===== src/sv/abrcs_pkg.sv =====
package abrcs_pkg;

  // Request codes
  localparam logic [1:0] REQ_WRITE  = 2'd0;
  localparam logic [1:0] REQ_COMMIT = 2'd1;
  localparam logic [1:0] REQ_TICK   = 2'd2;

  // Configuration register indexes
  localparam logic [1:0] CFG_BLOCKS = 2'd0;
  localparam logic [1:0] CFG_FRAMES = 2'd1;
  localparam logic [1:0] CFG_DRAIN  = 2'd2;

  localparam logic [3:0] BLOCKS_RESET = 4'd4;
  localparam logic [8:0] FRAMES_RESET = 9'd64;

  localparam logic [31:0] FNV_PRIME = 32'd16777619;
  localparam logic [31:0] FNV_BASIS = 32'd2166136261;

  // Samples in one block: twice the frame count, frame count held in 9 bits
  localparam int SAMPLES_W = 10;

  typedef struct packed {
    logic [1:0]          req_type;
    logic [8:0]          sample_offset;
    logic signed [15:0]  sample_value;
  } in_t;

  typedef struct packed {
    logic        accepted;
    logic        ring_full;
    logic [3:0]  queued_blocks;
    logic [31:0] underrun_count;
    logic [31:0] running_hash;
    logic [31:0] blocks_played;
  } out_t;

  typedef struct packed {
    logic                 start;
    logic [SAMPLES_W-1:0] count;
  } hash_ctl_t;

endpackage


===== src/sv/abrcs_hash.sv =====
module abrcs_hash #(
  parameter int AW = 12
) (
  input  logic                  clk_i,
  input  logic                  rst_ni,
  input  abrcs_pkg::hash_ctl_t  ctl_i,
  input  logic [AW-1:0]         base_i,
  output logic                  rd_en_o,
  output logic [AW-1:0]         rd_addr_o,
  input  logic [15:0]           rd_data_i,
  output logic [31:0]           hash_o,
  output logic                  done_o
);

  logic                            issue_q, issue_d;
  logic [abrcs_pkg::SAMPLES_W-1:0] idx_q, idx_d;
  logic                            vld_q, vld_d;
  logic                            last_q, last_d;
  logic                            done_q, done_d;
  logic [31:0]                     hash_q, hash_d;
  logic                            last_issue;
  logic [31:0]                     mixed;
  logic [31:0]                     product;

  assign last_issue = idx_q == (ctl_i.count - abrcs_pkg::SAMPLES_W'(1));
  assign mixed      = hash_q ^ {16'd0, rd_data_i};
  assign product    = mixed * abrcs_pkg::FNV_PRIME;

  always_comb begin
    issue_d = issue_q;
    idx_d   = idx_q;
    if (ctl_i.start) begin
      issue_d = 1'b1;
      idx_d   = '0;
    end else if (issue_q) begin
      idx_d = idx_q + abrcs_pkg::SAMPLES_W'(1);
      if (last_issue) begin
        issue_d = 1'b0;
      end
    end
    vld_d  = issue_q;
    last_d = issue_q && last_issue;
    done_d = vld_q && last_q;
    // fold one sample per cycle as read data arrives
    hash_d = vld_q ? product : hash_q;
  end

  always_ff @(posedge clk_i or negedge rst_ni) begin
    if (!rst_ni) begin
      issue_q <= 1'b0;
      idx_q   <= '0;
      vld_q   <= 1'b0;
      last_q  <= 1'b0;
      done_q  <= 1'b0;
      hash_q  <= abrcs_pkg::FNV_BASIS;
    end else begin
      issue_q <= issue_d;
      idx_q   <= idx_d;
      vld_q   <= vld_d;
      last_q  <= last_d;
      done_q  <= done_d;
      hash_q  <= hash_d;
    end
  end

  assign rd_en_o   = issue_q;
  assign rd_addr_o = base_i + AW'(idx_q);
  assign hash_o    = hash_q;
  assign done_o    = done_q;

endmodule


===== config.mk =====
export PLATFORM = sky130hd
export DESIGN_NAME = abrcs_hash
export DESIGN_NICKNAME = d
export VERILOG_FILES = /design/src/sv/abrcs_pkg.sv /design/src/sv/abrcs_hash.sv
export SDC_FILE = /design/constraint.sdc
export NUM_CORES = 1
export LEC_CHECK = 0
export ABC_AREA = 0
export BUFFER_PORTS_ARGS = -buffer_cell sky130_fd_sc_hd__buf_2
export CAP_MARGIN = 20
export CELL_PAD_IN_SITES_DETAIL_PLACEMENT = 0
export CELL_PAD_IN_SITES_GLOBAL_PLACEMENT = 1
export CORE_MARGIN = 2
export CORE_UTILIZATION = 50
export DETAILED_ROUTE_END_ITERATION = 8
export PLACE_DENSITY_LB_ADDON = 0.1
export SLEW_MARGIN = 20
export SYNTH_ARGS = -nofsm -noshare
export SYNTH_HDL_FRONTEND = slang
export SYNTH_SLANG_ARGS = --single-unit
export TNS_END_PERCENT = 5

===== constraint.sdc =====
create_clock -name clk_i -period 15.1 [get_ports clk_i]
set_clock_uncertainty 0.15 [all_clocks]
set_input_delay 1.51 -clock clk_i [delete_from_list [all_inputs] [get_ports clk_i]]
set_output_delay 1.51 -clock clk_i [all_outputs]
set_load 0.1 [all_outputs]

* Yosys cells after proc, flatten, opt, wreduce, memory -nomap -nowiden *
Cells that the tools add are included.

storage, ports and cells
  register bits = 46

cells by class
  add/subtract/negate cells = 3
  multiply operators = 1
  eq/ne operators = 1
  mux-type cells = 5
  bitwise logic cells = 1
  reductions and logical operators = 3

operators with widths
  operator                                                               count
  32-bit by 25-bit multiplier with 32-bit output, second input constant  1
  32-bit by 16-bit bitwise XOR with 32-bit output                        1
  10-bit 2-to-1 mux                                                      2
  12-bit by 10-bit adder with 12-bit output                              1
  10-bit by 1-bit adder with 10-bit output, second input constant        1
  10-bit equality test                                                   1
  10-bit by 1-bit subtractor with 10-bit output, second input constant   1
  1-bit 2-to-1 mux                                                       3
  1-bit logical AND                                                      2
  2-bit nonzero test                                                     1

* Depth between registers and ports, before layout *
  depth after elaboration = 5
  gate-level depth with buffers = 24

* Least setup slack after synthesis *
No wires, ideal clock.

  path kind = input to register
  start = in rd_data_i[8]
  end = reg hash_q[25] (netlist: hash_o[25])
  library setup time = 0.125 ns
  arrival = 6.501 ns
  data required time = 14.825 ns
  setup slack = 8.325 ns
  cell stages on the path = 22
  buffers on the path = 0
  cells stage by stage = xnor2_1 inv_1 ha_1 ha_1 fa_1 ha_1 inv_1 fa_1 inv_1 ha_1 inv_1 fa_1 inv_1 ha_1 a21o_1 a21o_1 a21oi_1 o211ai_1 a21oi_1 o21ai_1 xor2_1 mux2_2

on the way
  cells in the longest elaborated chain, start to end = 2

RTL lines
  element                                          RTL line          text
  start: declaration                               abrcs_hash.sv:10  input logic [15:0] rd_data_i,
  32-bit by 16-bit bitwise XOR with 32-bit output  abrcs_hash.sv:26  assign mixed = hash_q ^ {16'd0, rd_data_i};
  32-bit by 25-bit multiplier with 32-bit output   abrcs_hash.sv:27  assign product = mixed * abrcs_pkg::FNV_PRIME;
  end signal: assignment                           abrcs_hash.sv:55  hash_q <= abrcs_pkg::FNV_BASIS;
  end signal: assignment                           abrcs_hash.sv:62  hash_q <= hash_d;
  end: declaration                                 abrcs_hash.sv:20  logic [31:0] hash_q, hash_d;

Every way passes these cells.
A chain may end at the register's enable or synchronous reset.

* Worst setup path in the final report *
  start = in rd_data_i[5]
  end = reg hash_q[30] (netlist: hash_o[30])

The elaborated chain is that of the path after synthesis.

==> flow_metrics.env <==
export IMPL_drive_above_1_share=0.144
export IMPL_dieArea_sq_um=18200
export IMPL_synth_top_cell_by_area="ha_1"
export IMPL_worstMarginPinSlew_ns=1.07
export IMPL_ys_warn_count=0
export IMPL_vias=6137
export IMPL_grt_pass1_vias=6284
export IMPL_setup_viol=0
export IMPL_grt_pass1_wl_um=31100
export IMPL_yosys_register_bits=46
export IMPL_synth_cells=930
export IMPL_cts_hold_buf=0
export IMPL_seq_area_frac_synth=0.137
export IMPL_whs_ns=0.298
export IMPL_ctsRootBufferMaster="clkbuf_16"
export IMPL_slew_viol_final=0
export IMPL_dpl_hpwl_um=15700
export IMPL_final_nets=1299
export IMPL_vias_per_cell=5.03
export IMPL_synth_edf_count=0
export IMPL_gp_congestion=0.847
export IMPL_fin_crit_sh=0.484
export IMPL_cp_max_fo=5
export IMPL_ant_nets=0
export IMPL_worst_path_stages=22
export IMPL_cp_arrival_ns=7.35
export IMPL_die_h_um=135
export IMPL_rows=47
export IMPL_cp_num_buf_inv=6
export IMPL_cts_tree="yes"
export IMPL_cpPeakStageDelay_ns=0.62
export IMPL_reg2reg_slack_ns=8.69
export IMPL_syn_avg_cell_area_sq_um=9.19
export IMPL_hp_class="reg2reg"
export IMPL_antennaDiodeCount=0
export IMPL_core_sq_um=16600
export IMPL_antenna_found_initial=1
export IMPL_synth_top_cell_area_share=0.269
export IMPL_numCtsBuffers=5
export IMPL_post_drt_wl_per_cell_um=15.4
export IMPL_cts_htree_levels=2
export IMPL_critical_path_top_delay_family="adder cells"
export IMPL_cts_resized=0
export IMPL_cts_buffer_depth=2
export IMPL_setup_tns_ns=0
export IMPL_synth_area_top_cells="ha_1, fa_1, inv_1"
export IMPL_synth_distinct_cells=57
export IMPL_drc=0
export IMPL_areaGrowthSynthToFinish_pct=8.34
export IMPL_async_flop_share=1.00
export IMPL_grt_max_degree=47
export IMPL_grt_ovfl_total=0
export IMPL_wl_um=18800
export IMPL_ff2ff_path_depth=21
export IMPL_postCtsSetupRepairBufs=0
export IMPL_cp_end_kind="flop"
export IMPL_synth_nets=1230
export IMPL_final_util=0.556
export IMPL_worstSkewPairLatency_ns=0.32
export IMPL_crit_chain="buf_2 -> xnor2_1 -> inv_1 -> ha_1 -> ha_1 -> fa_1 -> ha_1 -> inv_1 -> fa_1 -> inv_1 -> ha_1 -> inv_1 -> fa_1 -> inv_1 -> ha_1 -> nand3_1 -> nor3_1 -> a211oi_2 -> a2111oi_4 -> o311ai_1 -> a21oi_1 -> nand4b_1"
export IMPL_start_util=0.514
export IMPL_clkSinkCount=46
export IMPL_timing_slew_headroom=0.284
export IMPL_status="completed"
export IMPL_synth_most_common_cell="inv_1"
export IMPL_r2r_start="hash_o[5]"
export IMPL_fmax_mhz=137
export IMPL_die_w_um=135
export IMPL_cap_viol_max_count=0
export IMPL_r2r_end="hash_o[30]"
export IMPL_crit_type="in2reg"
export IMPL_critPathCapture="hash_o[30]"
export IMPL_crit_path_start_kind="primary input"
export IMPL_crit_start="rd_data_i[5]"
export IMPL_synthTopCellsByCount="inv_1, ha_1, fa_1, xnor2_1, nor2_1"
export IMPL_finalHoldViolCount=0
export IMPL_port_buffers=86
export IMPL_crit_required_ns=15.15
export IMPL_io_pins=87
export IMPL_path_clk_slew_ns=0.09
export IMPL_track_usage=0.219
export IMPL_rsz0062_at_grt="false"
export IMPL_finalCriticalPeriod_ns=7.30
export IMPL_syn_area_sq_um=8550
export IMPL_synthFlopType="dfrtp_1"
export IMPL_drtIter0Drc=153
export IMPL_dr_pass1_iters=4
export IMPL_slowest_stage="a211oi_2"
==> stage by stage <==
step,instances,instance area [sq um],setup slack (ns)
3_5_place_dp,1212,9110,7.35
5_1_grt,1220,9260,7.49
4_1_cts,1220,9260,7.70
6_report,1220,9260,7.80
2_1_floorplan,930,8550,8.32
3_3_place_gp,1212,9110,7.45
==> sequential cells by signal, summed over array words and instances (netlist names) <==
name and flops:
hash_o 32, idx_q 10, done_o 1, last_q 1
rd_en_o 1, vld_q 1
==> cell families (layout without fill, tap and decap cells) <==
group,Yosys count,after routing,share of synthesized area
mux,26,26,0.0341
flops,46,46,0.137
simple gates,133,133,0.0777
buf+inv,253,323,0.118
fa+ha+maj,259,259,0.445
xor+xnor,97,97,0.100
compound gates,116,116,0.0880
==> cells in the final DEF (no fill, tap or decap), types with 5 or more instances in the layout <==
cell         n
nor2_1      42
o21ai_1      7
a31oi_1      5
a211oi_1     6
xnor2_1     65
nor3_1      10
ha_1       184
fa_1        75
nand2_1     27
inv_1      227
clkbuf_16    5
dfrtp_1     31
and3_1       5
xor2_1      31
nand2b_1     5
nand4_1      5
a21o_1      12
o21bai_1     7
nand3_1     10
mux2_2      24
buf_2       86
o21ai_0     18
dfstp_2     14
a21oi_1     36
and2_1       6
o21a_1       5
==> routing by layer <==
metal | vias to the layer above | GRT usage | wire, um
met3 | 20 | 0.0327 | 637
met2 | 89 | 0.360 | 8550
li1 | 3111 | - | -
met1 | 2915 | 0.305 | 9280
met5 | - | 0 | 18
met4 | 2 | 0.0520 | 319
==> area by class of cell <==
type	count	area, sq um
flip-flops and latches	46	1170
repair buffers	88	445
clock inverters	3	23.8
well taps	220	275
clock buffers	5	125
multi-input cells	631	6370
fillers	1521	7380
inverters	227	852
==> worst min-delay path by stage <==
| stage | depth (start not counted) | endpoint | startpoint |
|---|---|---|---|
| finish | 1 | done_o | last_q |
| global route | 1 | done_o | last_q |
| CTS | 1 | done_o | last_q |
| detailed placement | 1 | done_o | last_q |
| global placement | 1 | done_o | last_q |
| floorplan | 1 | done_o | last_q |
Power is left out: the tool's default activity adds up to more than one toggle a clock period on the data nets, which glitch-free logic cannot reach.
